===== config.mk =====
export PLATFORM = sky130hd
export DESIGN_NAME = six_face_accel_scale_calibrator_unit
export DESIGN_NICKNAME = d
export VERILOG_FILES = /design/src/design/cal6_pkg.sv /design/src/design/cal6_div.sv /design/src/design/six_face_accel_scale_calibrator_unit.sv
export SDC_FILE = /design/constraint.sdc
export NUM_CORES = 2
export LEC_CHECK = 0
export BUFFER_PORTS_ARGS = -buffer_cell sky130_fd_sc_hd__buf_2
export CORE_MARGIN = 8
export CORE_UTILIZATION = 50
export DETAILED_ROUTE_END_ITERATION = 16
export PLACE_DENSITY = 0.66
export SYNTH_ARGS = -nofsm -noshare
export SYNTH_HDL_FRONTEND = slang
export SYNTH_SLANG_ARGS = --single-unit

===== constraint.sdc =====
create_clock -name clk -period 23.1 [get_ports clk]
set_input_delay 3.465 -clock clk [delete_from_list [all_inputs] [get_ports clk]]
set_output_delay 3.465 -clock clk [all_outputs]
set_load 0.01 [all_outputs]

===== src/design/cal6_pkg.sv =====
`timescale 1ns / 1ps
package cal6_pkg;

  localparam logic [1:0] REQ_SAMPLE = 2'd0;
  localparam logic [1:0] REQ_START  = 2'd1;
  localparam logic [1:0] REQ_CANCEL = 2'd2;

  localparam logic [2:0] ST_IDLE    = 3'd0;
  localparam logic [2:0] ST_WAIT    = 3'd1;
  localparam logic [2:0] ST_CAPT    = 3'd2;
  localparam logic [2:0] ST_FACE    = 3'd3;
  localparam logic [2:0] ST_DONE    = 3'd4;
  localparam logic [2:0] ST_TIMEOUT = 3'd5;
  localparam logic [2:0] ST_CANCEL  = 3'd6;
  localparam logic [2:0] ST_BADSPAN = 3'd7;

  localparam logic [2:0] FACE_FRONT   = 3'd0;
  localparam logic [2:0] FACE_BACK    = 3'd1;
  localparam logic [2:0] FACE_UP      = 3'd2;
  localparam logic [2:0] FACE_DOWN    = 3'd3;
  localparam logic [2:0] FACE_LEFT    = 3'd4;
  localparam logic [2:0] FACE_RIGHT   = 3'd5;
  localparam logic [2:0] FACE_UNKNOWN = 3'd6;

  localparam logic [2:0] REG_THRESH  = 3'd0;
  localparam logic [2:0] REG_STILL   = 3'd1;
  localparam logic [2:0] REG_TIMEOUT = 3'd2;
  localparam logic [2:0] REG_CAPTURE = 3'd3;
  localparam logic [2:0] REG_GRAVITY = 3'd4;

  localparam int THRESH_W = 34;
  localparam int CNT_W    = 16;
  localparam int CAPN_W   = 12;
  localparam int GRAV_W   = 16;
  localparam int CFG_W    = 34;

  localparam logic [THRESH_W-1:0] THRESH_RST  = 34'd252004;
  localparam logic [CNT_W-1:0]    STILL_RST   = 16'd1200;
  localparam logic [CNT_W-1:0]    TIMEOUT_RST = 16'd4000;
  localparam logic [CAPN_W-1:0]   CAPN_RST    = 12'd2000;
  localparam logic [GRAV_W-1:0]   GRAV_RST    = 16'd10045;

  localparam logic [5:0] ALL_FACES = 6'h3F;

  typedef enum logic [1:0] {
    MODE_IDLE = 2'd0,
    MODE_WAIT = 2'd1,
    MODE_CAPT = 2'd2
  } mode_t;

  function automatic logic [2:0] popcount6(input logic [5:0] v);
    logic [2:0] n;
    n = 3'd0;
    for (int i = 0; i < 6; i++) begin
      n = n + {2'b00, v[i]};
    end
    return n;
  endfunction

endpackage


===== src/design/cal6_div.sv =====
`timescale 1ns / 1ps
// Restoring divider, one quotient bit per cycle.
module cal6_div #(
  parameter int NW = 33,
  parameter int DW = 17
) (
  input  logic          clk,
  input  logic          rst_n,
  input  logic          start,
  input  logic [NW-1:0] num,
  input  logic [DW-1:0] den,
  output logic          done,
  output logic [NW-1:0] quo
);

  localparam int CW = $clog2(NW + 1);

  logic          busy_r;
  logic          done_r;
  logic [CW-1:0] cnt_r;
  logic [DW-1:0] rem_r;
  logic [DW-1:0] den_r;
  logic [NW-1:0] q_r;
  logic [DW:0]   trial;
  logic [DW:0]   diff;
  logic          ge;

  assign trial = {rem_r, q_r[NW-1]};
  assign ge    = trial >= {1'b0, den_r};
  assign diff  = trial - {1'b0, den_r};

  always_ff @(posedge clk) begin
    if (!rst_n) begin
      busy_r <= 1'b0;
      done_r <= 1'b0;
      cnt_r  <= '0;
    end else begin
      done_r <= 1'b0;
      if (start) begin
        busy_r <= 1'b1;
        cnt_r  <= CW'(NW);
        rem_r  <= '0;
        den_r  <= den;
        q_r    <= num;
      end else if (busy_r) begin
        rem_r <= ge ? diff[DW-1:0] : trial[DW-1:0];
        q_r   <= {q_r[NW-2:0], ge};
        cnt_r <= cnt_r - 1'b1;
        if (cnt_r == CW'(1)) begin
          busy_r <= 1'b0;
          done_r <= 1'b1;
        end
      end
    end
  end

  assign done = done_r;
  assign quo  = q_r;

endmodule


===== src/design/six_face_accel_scale_calibrator_unit.sv =====
`timescale 1ns / 1ps
// Six-face accelerometer scale calibrator.
// Input words arrive on in_* (tuser = request: sample, start or cancel; tdata =
// x, y, z samples). Every input word yields exactly one result word on out_*
// (tuser = status; tdata = stage, face and three Q2.F scale factors).
// Registers are written on cfg_* by index (0 motion threshold, 1 still count,
// 2 timeout, 3 capture count, 4 two g) and are always accepted.
// One word is processed at a time, and in_tready is low while it is at work.
// Start, cancel, idle and timed-out samples go from S_EXEC straight to S_OUT, any
// other waiting sample through S_MUL and S_DECIDE first (the squared change norm
// goes through one shared multiplier, one axis per cycle), a capturing sample
// straight to S_OUT. The last sample of a face adds a serial division of an NW-bit
// numerator (NW = 33 at default parameters) for the mean, and the sixth face,
// unless a span is bad, three more for the scales. All share one restoring divider.
// A finished word waits in the output register while the receiver stalls;
// the next input word is accepted meanwhile and held until the slot is free.
// Reset (rst_n low, synchronous) returns the block to idle with default
// registers and an empty output register.
module six_face_accel_scale_calibrator_unit
  import cal6_pkg::*;
#(
  parameter int SAMPLE_BITS     = 16,
  parameter int SCALE_FRAC_BITS = 16,
  localparam int IN_TDW  = ((3 * SAMPLE_BITS + 7) / 8) * 8,
  localparam int OUT_TDW = ((6 + 3 * (SCALE_FRAC_BITS + 2) + 7) / 8) * 8
) (
  input  logic                  clk,
  input  logic                  rst_n,
  input  logic                  in_tvalid,
  output logic                  in_tready,
  input  logic [1:0]            in_tuser,  // req_type
  input  logic [IN_TDW-1:0]     in_tdata,  // accel_x, accel_y, accel_z
  output logic                  out_tvalid,
  input  logic                  out_tready,
  output logic [2:0]            out_tuser, // status
  output logic [OUT_TDW-1:0]    out_tdata, // stage, face, scale_x, scale_y, scale_z
  input  logic                  cfg_valid,
  output logic                  cfg_ready,
  input  logic [2:0]            cfg_addr,
  input  logic [CFG_W-1:0]      cfg_data
);

  localparam int SB      = SAMPLE_BITS;
  localparam int SCW     = SCALE_FRAC_BITS + 2;
  localparam int SUMW    = SB + CAPN_W;
  localparam int MNW     = SUMW + 1;
  localparam int SNW     = ((GRAV_W + SCALE_FRAC_BITS > SB) ?
                            (GRAV_W + SCALE_FRAC_BITS) : SB) + 1;
  localparam int NW      = (MNW > SNW) ? MNW : SNW;
  localparam int DW      = SB + 1;
  localparam int PW      = 2 * SB + 2;
  localparam int NRMW    = PW + 2;

  typedef enum logic [3:0] {
    S_ACC, S_EXEC, S_MUL, S_DECIDE, S_MSTART, S_MDIV, S_SPAN,
    S_SSTART, S_SDIV, S_OUT
  } state_t;

  state_t state_r;
  mode_t  mode_r;

  logic [THRESH_W-1:0] thresh_r;
  logic [CNT_W-1:0]    still_need_r;
  logic [CNT_W-1:0]    tlimit_r;
  logic [CAPN_W-1:0]   capn_r;
  logic [GRAV_W-1:0]   grav_r;

  logic [5:0]          faces_done_r;
  logic [CNT_W-1:0]    still_r;
  logic [CNT_W-1:0]    tout_r;
  logic [CAPN_W-1:0]   cap_cnt_r;
  logic [2:0]          cap_face_r;
  logic signed [SUMW-1:0] cap_sum_r;
  logic signed [SB-1:0] prev_r [3];
  logic signed [SB-1:0] means_r [6];

  logic [1:0]          req_r;
  logic signed [SB-1:0] ax_r [3];
  logic [1:0]          k_r;
  logic [PW-1:0]       prod_r;
  logic [NRMW-1:0]     norm_r;
  logic [2:0]          status_r;
  logic [2:0]          face_r;
  logic [SCW-1:0]      scale_r [3];
  logic                mean_neg_r;

  logic                out_valid_r;
  logic [2:0]          out_status_r;
  logic [2:0]          out_stage_r;
  logic [2:0]          out_face_r;
  logic [SCW-1:0]      out_scale_r [3];

  logic                div_start_r;
  logic [NW-1:0]       div_num_r;
  logic [DW-1:0]       div_den_r;
  logic                div_done;
  logic [NW-1:0]       div_quo;

  cal6_div #(.NW(NW), .DW(DW)) u_div (
    .clk   (clk),
    .rst_n (rst_n),
    .start (div_start_r),
    .num   (div_num_r),
    .den   (div_den_r),
    .done  (div_done),
    .quo   (div_quo)
  );

  // Squared difference for the axis selected by k_r.
  logic [1:0]           kidx;
  logic signed [SB:0]   diff;
  logic [SB:0]          mag;
  logic [PW-1:0]        sq;

  assign kidx = (k_r == 2'd3) ? 2'd0 : k_r;
  assign diff = {ax_r[kidx][SB-1], ax_r[kidx]} - {prev_r[kidx][SB-1], prev_r[kidx]};
  assign mag  = diff[SB] ? (SB+1)'(-diff) : diff;
  assign sq   = mag * mag;

  // Face detection from the latched sample.
  logic [SB:0] abx, aby, abz;
  logic [2:0]  det_face;

  assign abx = ax_r[0][SB-1] ? (SB+1)'(-{ax_r[0][SB-1], ax_r[0]}) : {1'b0, ax_r[0]};
  assign aby = ax_r[1][SB-1] ? (SB+1)'(-{ax_r[1][SB-1], ax_r[1]}) : {1'b0, ax_r[1]};
  assign abz = ax_r[2][SB-1] ? (SB+1)'(-{ax_r[2][SB-1], ax_r[2]}) : {1'b0, ax_r[2]};

  always_comb begin
    if (abx > aby && abx > abz) begin
      det_face = ax_r[0][SB-1] ? FACE_FRONT : FACE_BACK;
    end else if (aby > abx && aby > abz) begin
      det_face = ax_r[1][SB-1] ? FACE_RIGHT : FACE_LEFT;
    end else if (abz > abx && abz > aby) begin
      det_face = ax_r[2][SB-1] ? FACE_DOWN : FACE_UP;
    end else begin
      det_face = FACE_UNKNOWN;
    end
  end

  logic [CNT_W-1:0]  tout_inc, still_inc, still_new;
  logic [CAPN_W-1:0] cap_n, cnt_inc;
  logic signed [SB-1:0] axis_val;
  logic signed [SUMW-1:0] sum_inc;
  logic [SUMW-1:0]   sum_abs;
  logic              face_free;

  assign tout_inc  = (tout_r == '1) ? tout_r : tout_r + 1'b1;
  assign still_inc = (still_r == '1) ? still_r : still_r + 1'b1;
  assign still_new = (norm_r > NRMW'(thresh_r)) ? '0 : still_inc;
  assign cap_n     = (capn_r == '0) ? CAPN_W'(1) : capn_r;
  assign cnt_inc   = cap_cnt_r + 1'b1;
  assign face_free = (det_face != FACE_UNKNOWN) && !faces_done_r[det_face];

  always_comb begin
    if (cap_face_r == FACE_FRONT || cap_face_r == FACE_BACK) begin
      axis_val = ax_r[0];
    end else if (cap_face_r == FACE_UP || cap_face_r == FACE_DOWN) begin
      axis_val = ax_r[2];
    end else begin
      axis_val = ax_r[1];
    end
  end

  assign sum_inc = cap_sum_r + SUMW'(axis_val);
  assign sum_abs = cap_sum_r[SUMW-1] ? SUMW'(-cap_sum_r) : cap_sum_r;

  // Spans between the positive and negative face of each axis.
  logic signed [SB:0] span [3];
  logic               bad_span;
  logic [SB:0]        span_sel;
  logic signed [SB-1:0] mean_val;
  logic [SCW-1:0]     scale_sat;

  assign span[0]  = {means_r[1][SB-1], means_r[1]} - {means_r[0][SB-1], means_r[0]};
  assign span[1]  = {means_r[4][SB-1], means_r[4]} - {means_r[5][SB-1], means_r[5]};
  assign span[2]  = {means_r[2][SB-1], means_r[2]} - {means_r[3][SB-1], means_r[3]};
  assign bad_span = (span[0] <= 0) || (span[1] <= 0) || (span[2] <= 0);
  assign span_sel = span[kidx];
  assign mean_val = mean_neg_r ? SB'(-div_quo[SB-1:0]) : div_quo[SB-1:0];
  assign scale_sat = (|div_quo[NW-1:SCW]) ? '1 : div_quo[SCW-1:0];

  logic out_free;
  assign out_free  = !out_valid_r || out_tready;
  assign in_tready = (state_r == S_ACC);
  assign cfg_ready = 1'b1;

  always_ff @(posedge clk) begin
    if (!rst_n) begin
      state_r      <= S_ACC;
      mode_r       <= MODE_IDLE;
      faces_done_r <= '0;
      still_r      <= '0;
      tout_r       <= '0;
      cap_cnt_r    <= '0;
      cap_face_r   <= '0;
      cap_sum_r    <= '0;
      for (int i = 0; i < 3; i++) begin
        prev_r[i] <= '0;
      end
      thresh_r     <= THRESH_RST;
      still_need_r <= STILL_RST;
      tlimit_r     <= TIMEOUT_RST;
      capn_r       <= CAPN_RST;
      grav_r       <= GRAV_RST;
      out_valid_r  <= 1'b0;
      div_start_r  <= 1'b0;
      k_r          <= '0;
    end else begin
      div_start_r <= 1'b0;

      if (cfg_valid) begin
        unique case (cfg_addr)
          REG_THRESH:  thresh_r     <= cfg_data[THRESH_W-1:0];
          REG_STILL:   still_need_r <= cfg_data[CNT_W-1:0];
          REG_TIMEOUT: tlimit_r     <= cfg_data[CNT_W-1:0];
          REG_CAPTURE: capn_r       <= cfg_data[CAPN_W-1:0];
          REG_GRAVITY: grav_r       <= cfg_data[GRAV_W-1:0];
          default: ;
        endcase
      end

      if (out_valid_r && out_tready) begin
        out_valid_r <= 1'b0;
      end

      unique case (state_r)
        S_ACC: begin
          if (in_tvalid) begin
            req_r    <= in_tuser;
            ax_r[0]  <= in_tdata[SB-1:0];
            ax_r[1]  <= in_tdata[2*SB-1:SB];
            ax_r[2]  <= in_tdata[3*SB-1:2*SB];
            state_r  <= S_EXEC;
          end
        end
        S_EXEC: begin
          face_r  <= FACE_UNKNOWN;
          for (int i = 0; i < 3; i++) begin
            scale_r[i] <= '0;
          end
          unique case (mode_r)
            MODE_WAIT: status_r <= ST_WAIT;
            MODE_CAPT: status_r <= ST_CAPT;
            default:   status_r <= ST_IDLE;
          endcase
          state_r <= S_OUT;
          unique case (req_r)
            REQ_START: begin
              mode_r       <= MODE_WAIT;
              faces_done_r <= '0;
              still_r      <= '0;
              tout_r       <= '0;
              cap_cnt_r    <= '0;
              cap_sum_r    <= '0;
              status_r     <= ST_WAIT;
            end
            REQ_CANCEL: begin
              if (mode_r != MODE_IDLE) begin
                mode_r   <= MODE_IDLE;
                status_r <= ST_CANCEL;
              end
            end
            REQ_SAMPLE: begin
              if (mode_r == MODE_WAIT) begin
                tout_r <= tout_inc;
                if (tlimit_r != '0 && tout_inc >= tlimit_r) begin
                  mode_r   <= MODE_IDLE;
                  status_r <= ST_TIMEOUT;
                end else begin
                  k_r     <= '0;
                  prod_r  <= '0;
                  norm_r  <= '0;
                  state_r <= S_MUL;
                end
              end else if (mode_r == MODE_CAPT) begin
                face_r    <= cap_face_r;
                cap_sum_r <= sum_inc;
                cap_cnt_r <= cnt_inc;
                if (cnt_inc >= cap_n) begin
                  state_r <= S_MSTART;
                end
              end
            end
            default: ;
          endcase
        end
        S_MUL: begin
          // One axis per cycle; the adder sums the product that the multiplier left in prod_r.
          norm_r <= norm_r + NRMW'(prod_r);
          if (k_r != 2'd3) begin
            prod_r       <= sq;
            prev_r[kidx] <= ax_r[kidx];
            k_r          <= k_r + 1'b1;
          end else begin
            state_r <= S_DECIDE;
          end
        end
        S_DECIDE: begin
          state_r <= S_OUT;
          if (still_new >= still_need_r) begin
            still_r <= '0;
            face_r  <= det_face;
            if (face_free) begin
              mode_r     <= MODE_CAPT;
              cap_face_r <= det_face;
              cap_cnt_r  <= '0;
              cap_sum_r  <= '0;
              status_r   <= ST_CAPT;
            end
          end else begin
            still_r <= still_new;
          end
        end
        S_MSTART: begin
          div_start_r <= 1'b1;
          div_num_r   <= NW'(sum_abs) + NW'(cap_n[CAPN_W-1:1]);
          div_den_r   <= DW'(cap_n);
          mean_neg_r  <= cap_sum_r[SUMW-1];
          state_r     <= S_MDIV;
        end
        S_MDIV: begin
          if (div_done) begin
            means_r[cap_face_r]      <= mean_val;
            faces_done_r[cap_face_r] <= 1'b1;
            still_r                  <= '0;
            tout_r                   <= '0;
            state_r                  <= S_SPAN;
          end
        end
        S_SPAN: begin
          if (faces_done_r != ALL_FACES) begin
            mode_r   <= MODE_WAIT;
            status_r <= ST_FACE;
            state_r  <= S_OUT;
          end else begin
            mode_r <= MODE_IDLE;
            if (bad_span) begin
              status_r <= ST_BADSPAN;
              state_r  <= S_OUT;
            end else begin
              k_r     <= '0;
              state_r <= S_SSTART;
            end
          end
        end
        S_SSTART: begin
          div_start_r <= 1'b1;
          div_num_r   <= (NW'(grav_r) << SCALE_FRAC_BITS) + NW'(span_sel[SB:1]);
          div_den_r   <= span_sel;
          state_r     <= S_SDIV;
        end
        S_SDIV: begin
          if (div_done) begin
            scale_r[kidx] <= scale_sat;
            if (k_r == 2'd2) begin
              status_r <= ST_DONE;
              state_r  <= S_OUT;
            end else begin
              k_r     <= k_r + 1'b1;
              state_r <= S_SSTART;
            end
          end
        end
        S_OUT: begin
          if (out_free) begin
            out_valid_r  <= 1'b1;
            out_status_r <= status_r;
            out_stage_r  <= popcount6(faces_done_r);
            out_face_r   <= face_r;
            for (int i = 0; i < 3; i++) begin
              out_scale_r[i] <= scale_r[i];
            end
            state_r <= S_ACC;
          end
        end
        default: state_r <= S_ACC;
      endcase
    end
  end

  assign out_tvalid = out_valid_r;
  assign out_tuser  = out_status_r;
  assign out_tdata  = OUT_TDW'({out_scale_r[2], out_scale_r[1], out_scale_r[0],
                               out_face_r, out_stage_r});

endmodule


# Word-level counts from Yosys, hierarchy flattened
# Memory sizes are Yosys's and may differ from the RTL's.
# Index checks and enable logic that the tools add are counted.
[totals] reg_bits=398 ram_bits=300 inputBits=92 out_inout_bits=70 word_cells=349 memories=5
[classes] addsub=25 multipliers=1 order_cmp=18 n_eq_ne=52 muxes=151 bitwise=4 reduce_logical=59
[memory_table] name="means_r" words=6 width=16 read_ports=6 rd_ports_with_merged_regs=0 write_ports=1 line_no="six_face_accel_scale_calibrator_unit.sv:75" source="logic signed [SB-1:0] means_r [6];"
[memory_table] name="out_scale_r" words=3 width=18 read_ports=3 rd_ports_with_merged_regs=0 write_ports=3 line_no="six_face_accel_scale_calibrator_unit.sv:91" source="logic [SCW-1:0] out_scale_r [3];"
[memory_table] name="scale_r" words=3 width=18 read_ports=3 rd_ports_with_merged_regs=0 write_ports=3 line_no="six_face_accel_scale_calibrator_unit.sv:84" source="logic [SCW-1:0] scale_r [3];"
[memory_table] name="ax_r" words=3 width=16 read_ports=4 rd_ports_with_merged_regs=0 write_ports=3 line_no="six_face_accel_scale_calibrator_unit.sv:78" source="logic signed [SB-1:0] ax_r [3];"
[memory_table] name="prev_r" words=3 width=16 read_ports=1 rd_ports_with_merged_regs=0 write_ports=3 line_no="six_face_accel_scale_calibrator_unit.sv:74" source="logic signed [SB-1:0] prev_r [3];"
[ops] operator="$mux W16" count=11
[ops] operator="$mux W28" count=5
[ops] operator="$mux W17" count=8
[ops] operator="$mux W34" count=4
[ops] operator="$pmux W28 S2" count=2
[ops] operator="$mux W36" count=3
[ops] operator="$gt A17 B17 Y1" count=6
[ops] operator="$pmux W36 S2" count=1
[ops] operator="$neg A17 Y17" count=4
[ops] operator="$pmux W34 S2" count=1
[ops] operator="$sub A16 B16 Y17" count=4
[ops] operator="$mux W33" count=2
[ops] operator="$pmux W33 S2" count=1
[ops] operator="$pmux W16 S2" count=2
[ops] operator="$mux W12" count=5
[ops] operator="$mux W4" count=13
[ops] operator="$le A17 B1 Y1 const B" count=3
[ops] operator="$mux W3" count=16
[ops] operator="$pmux W12 S2" count=2
[ops] operator="$pmux W16 S3" count=1
[ops] operator="$pmux W4 S10" count=1
[ops] operator="$mux W1" count=39
[ops] operator="$add A36 B34 Y36" count=1
[ops] operator="$gt A36 B34 Y1" count=1
[ops] operator="77 further kinds" count=174

# Longest topological paths before layout
# An unclocked memory read counts as a cell.
[depth] word_depth=15 depth_mapped=46 depth_no_buf=42

# By module
# From an unflattened synthesis, not the netlist that was laid out.
[unflattened] cells_unflattened=5185 area_unflattened_um2=50121.8
[modules_own_cells] module="six_face_accel_scale_calibrator_unit" n_inst=1 cells_per_inst=4850 area_per_inst_um2=46070.4 seq_area_each_um2=17276.6
[modules_own_cells] module="cal6_div" n_inst=1 cells_per_inst=335 area_per_inst_um2=4051.4 seq_area_each_um2=2172.1

# Least setup slack after synthesis
# OpenSTA, ideal clock, no wires.
[synth_path] path_kind="register to register" start="reg k_r[0]" end="reg prod_r[33], data pin" setup_ps=266 t_arrival_ps=9934 required_ps=22834 slack_ps=12900 path_stages_with_launch=46 n_path_buf=6 period_less_slack_ps=10200 path_cell_list="dfxtp_1 -> inv_1 -> ha_1 -> clkbuf_1 -> clkbuf_1 -> buf_1 -> mux4_2 -> ha_1 -> inv_1 -> fa_1 -> a211oi_1 -> o21ai_1 -> a41oi_1 -> o21ai_1 -> nand2_1 -> a31o_2 -> clkbuf_1 -> o21ai_0 -> [... 10 more ...] -> inv_1 -> fa_1 -> fa_1 -> inv_1 -> fa_1 -> inv_1 -> ha_1 -> a21o_1 -> a21o_1 -> a211o_1 -> o21ai_0 -> o211ai_1 -> a31oi_1 -> o21ai_0 -> a21oi_1 -> xnor2_1 -> xnor2_1 -> nor2_1"
[synth_between] elab_chain_len=9 elab_cells_between_ends=10 classes_between="2 x add/sub; 1 x mul; 1 x eq/ne; 4 x mux; 2 x memory"
[synth_lines] element="start: declaration" line_no="six_face_accel_scale_calibrator_unit.sv:79" source="logic [1:0] k_r;"
[synth_lines] element="start signal: assignment" line_no="six_face_accel_scale_calibrator_unit.sv:293" source="k_r <= k_r + 1'b1;"
[synth_lines] element="start signal: assignment" line_no="six_face_accel_scale_calibrator_unit.sv:359" source="k_r <= k_r + 1'b1;"
[synth_lines] element="$eq A2 B2 Y1" line_no="six_face_accel_scale_calibrator_unit.sv:115" source="assign kidx = (k_r == 2'd3) ? 2'd0 : k_r;"
[synth_lines] element="$mux W2 (*)" line_no="six_face_accel_scale_calibrator_unit.sv:115"
[synth_lines] element="$mem_v2 Z3 W16 (on tied branches)"
[synth_lines] element="$sub A16 B16 Y17 (*)" line_no="six_face_accel_scale_calibrator_unit.sv:116" source="assign diff = {ax_r[kidx][SB-1], ax_r[kidx]} - {prev_r[kidx][SB-1], prev_r[kidx]};"
[synth_lines] element="$neg A17 Y17" line_no="six_face_accel_scale_calibrator_unit.sv:117" source="assign mag = diff[SB] ? (SB+1)'(-diff) : diff;"
[synth_lines] element="$mux W17 (*)" line_no="six_face_accel_scale_calibrator_unit.sv:117"
[synth_lines] element="$mul A17 B17 Y34 (*)" line_no="six_face_accel_scale_calibrator_unit.sv:118" source="assign sq = mag * mag;"
[synth_lines] element="$mux W34 (*)" line_no="six_face_accel_scale_calibrator_unit.sv:290" source="if (k_r != 2'd3) begin"
[synth_lines] element="$pmux W34 S2 (*)" line_no="six_face_accel_scale_calibrator_unit.sv:226" source="unique case (state_r)"
[synth_lines] element="end signal: assignment" line_no="six_face_accel_scale_calibrator_unit.sv:291" source="prod_r <= sq;"
[synth_lines] element="end: declaration" line_no="six_face_accel_scale_calibrator_unit.sv:80" source="logic [PW-1:0] prod_r;"
# Every way passes the cells marked *; elsewhere a longest branch is shown, timed or not. The select of a mux whose other input is x is not followed.
# A chain may end at the register's enable or synchronous reset.

# Worst setup path after layout
[layout_path] start="reg k_r[1]" end="reg prod_r[33], data pin"
# Same word-level chain as after synthesis.

==> reports/metrics.csv <==
metric;value;unit
drive_gt1_share;8.87;%
final_cell_mix;inv_1 (522), edfxtp_1 (519), nor2_1 (485);
fin_nets;5733;
synth-edff-count;519;
grt_first_pass_wirelength;194;mm
netlist_instances;4909;
rows;114;
clock_latency;0.65;ns
yosysSeqAreaShare;40.1;%
wl_per_cell;19.3;um
hold_viol;0;
critPathSlowestCell;xnor2_1;
fmax;0.0828;GHz
die-area;107000;um2
finalSetupViolCount;0;
synth_seq_cells;712;
critical_path_arrival;12.46;ns
worstMarginPinSlew;1.33;ns
htreeDepth;3;
synthArstFlopShare;0;%
overflow;0;
rsz0062_at_grt;no;
dp_hpwl;93.4;mm
grt_pass1_vias;35400;
initial_core_util;50.3;%
cts_resized;0;
cp-start-kind;flip-flop;
dr.first_iter.drc_count;2758;
vias;35800;
synth.avg_cell_area;9.89;um2
cts_hold_buf;0;
track_usage;22.5;%
place.gp.congestion;0.936;
period_minus_slack;12.08;ns
max_stage_delay;1.04;ns
multiInputGateArea;26500;um2
port_buffers;156;
cts_root_buf;clkbuf_16;
antennaDiodeCount;0;
cp.required;23.47;ns
maxCapViolCount;0;
synth.distinct_cells;103;
end_kind;flip-flop;
dieHeight;328;um
syn_to_final_growth;9.56;%
placedInstanceArea;50700;um2
antenna_left;0;
clock_sinks;712;
fp.coreArea;96400;um2
antenna_found_initial;1;
ys_warn_count;0;
die_x;328;um
finalMaxSlewViolations;0;
crit_top_cell;inv_1;
holdWs;0.417;ns
final_area;53200;um2
hold_path_class;reg -> reg;
ff_latch_area;19400;um2
post-route-period-util;52.3;%
status;finished clean;
clk_pin_slew;0.06;ns
clockBufferDepth;3;
cts_buffers;76;
relSlewSlack;10.7;%
netlist_area;48500;um2
grt_max_degree;80;
cts_setup_buffers;0;
setup_tns;0;ns
final_common_cell;inv_1;
pin_count;162;
drt-vias-per-instance;5.62;
synth_ff_type;edfxtp_1;
cts_tree;built;
wl;123;mm
cp_max_fo;51;
drcViolationCount;0;
dr.pass1.iters;5;
critical_path_class;reg -> reg;
clock_skew;0.0268;ns
fillCellCount;8591;
-- registers in the layout, indices dropped and copies added (netlist names), 17 cells and up --
| register | count |
|---|---|
| prod_r | 33 |
| u_div.den_r | 17 |
| thresh_r | 34 |
| u_div.rem_r | 17 |
| norm_r | 36 |
| scale_r | 54 |
| div_den_r | 17 |
| prev_r | 64 |
| u_div.quo | 33 |
| cap_sum_r | 28 |
| div_num_r | 32 |
| means_r | 96 |
| ax_r | 48 |
| out_scale_r | 54 |
-- synth_stat cells, drive strengths merged (20+ instances only) --
| cell type | number | area [um2] |
|---|---|---|
| inv | 535 | 2010 |
| edfxtp | 519 | 15600 |
| nor2 | 492 | 1870 |
| nand2 | 449 | 1690 |
| ha | 408 | 5100 |
| a21oi | 296 | 1490 |
| fa | 202 | 4040 |
| o21ai | 198 | 991 |
| dfxtp | 193 | 3860 |
| xnor2 | 177 | 1560 |
| clkbuf | 136 | 510 |
| a21o | 115 | 863 |
| xor2 | 108 | 953 |
| nand3 | 90 | 450 |
| nor3 | 81 | 435 |
| and3 | 75 | 469 |
| mux2i | 59 | 591 |
| nand2b | 57 | 357 |
| nor2b | 53 | 332 |
| nand4 | 46 | 288 |
| o21a | 43 | 323 |
| o211ai | 42 | 320 |
| a31oi | 39 | 244 |
| o31ai | 37 | 292 |
| buf | 36 | 203 |
| mux2 | 34 | 383 |
| or3 | 31 | 194 |
| a211oi | 27 | 213 |
| nor4 | 24 | 165 |
| and2 | 23 | 144 |
| o21bai | 22 | 165 |
| a31o | 20 | 175 |
-- worst max-delay path: cells and delay by family (launching register included) --
kind	cells	cell delay, ns
compound gates	15	3.45
buf+inv	9	1.67
fa+ha+maj	10	4.20
flops	1	0.35
xor+xnor	3	1.33
mux	1	0.28
simple gates	4	0.50
-- layer usage --
metal | global-route usage (%) | vias up | share of wire, %
met2 | 39.5 | 843 | 49
met4 | 6.52 | 0 | 2.6
met5 | 0 | - | 0
li1 | - | 17400 | -
met3 | 3.30 | 184 | 5.2
met1 | 28.8 | 17400 | 43
-- stage by stage --
| stage | utilization (%) | cells | setup WS, ns |
|---|---|---|---|
| global placement | 52.5 | 6229 | 11.32 |
| floorplan | - | 4930 | 12.90 |
| CTS | 55.2 | 6369 | 11.03 |
| detailed placement | 52.5 | 6229 | 11.06 |
| global route | 55.2 | 6369 | 10.12 |
| finish | 55.2 | 6369 | 11.02 |
-- cell type report --
type / instances / share of cell area [%]
well taps: 1276 / 3.00
clock buffers: 104 / 4.05
flip-flops and latches: 712 / 36.6
clock inverters: 36 / 0.675
multi-input cells: 3508 / 49.9
repair buffers: 195 / 2.02
inverters: 538 / 3.80
-- final timing paths --
kind | endpoint | start | depth (start not counted) | slack (ns)
worst max register to register | prod_r[33]$_SDFFCE_PN0P_ | k_r[1]$_SDFFE_PN0P_ | 42 | 11.02
worst max-delay path | prod_r[33]$_SDFFCE_PN0P_ | k_r[1]$_SDFFE_PN0P_ | 42 | 11.02
worst min register to register | out_scale_r[0][43]$_DFFE_PP_ | scale_r[2][7]$_SDFFCE_PN0P_ | 0 | 0.42
worst min-delay path | out_scale_r[0][43]$_DFFE_PP_ | scale_r[2][7]$_SDFFCE_PN0P_ | 0 | 0.42
-- cells by family after synthesis --
| logic type | synth area share (%) |
|---|---|
| AOI/OAI and AO/OA | 13.0 |
| xor gates and xnor gates | 5.17 |
| adders and majority gates | 18.8 |
| buffers and inverters | 5.63 |
| DFF | 40.1 |
| muxes | 2.75 |
| other | 0.0155 |
| and+or+nand+nor | 14.5 |
Power is not shown: default switching activity piles up to over one toggle a cycle in this logic, so the estimate is an artifact.
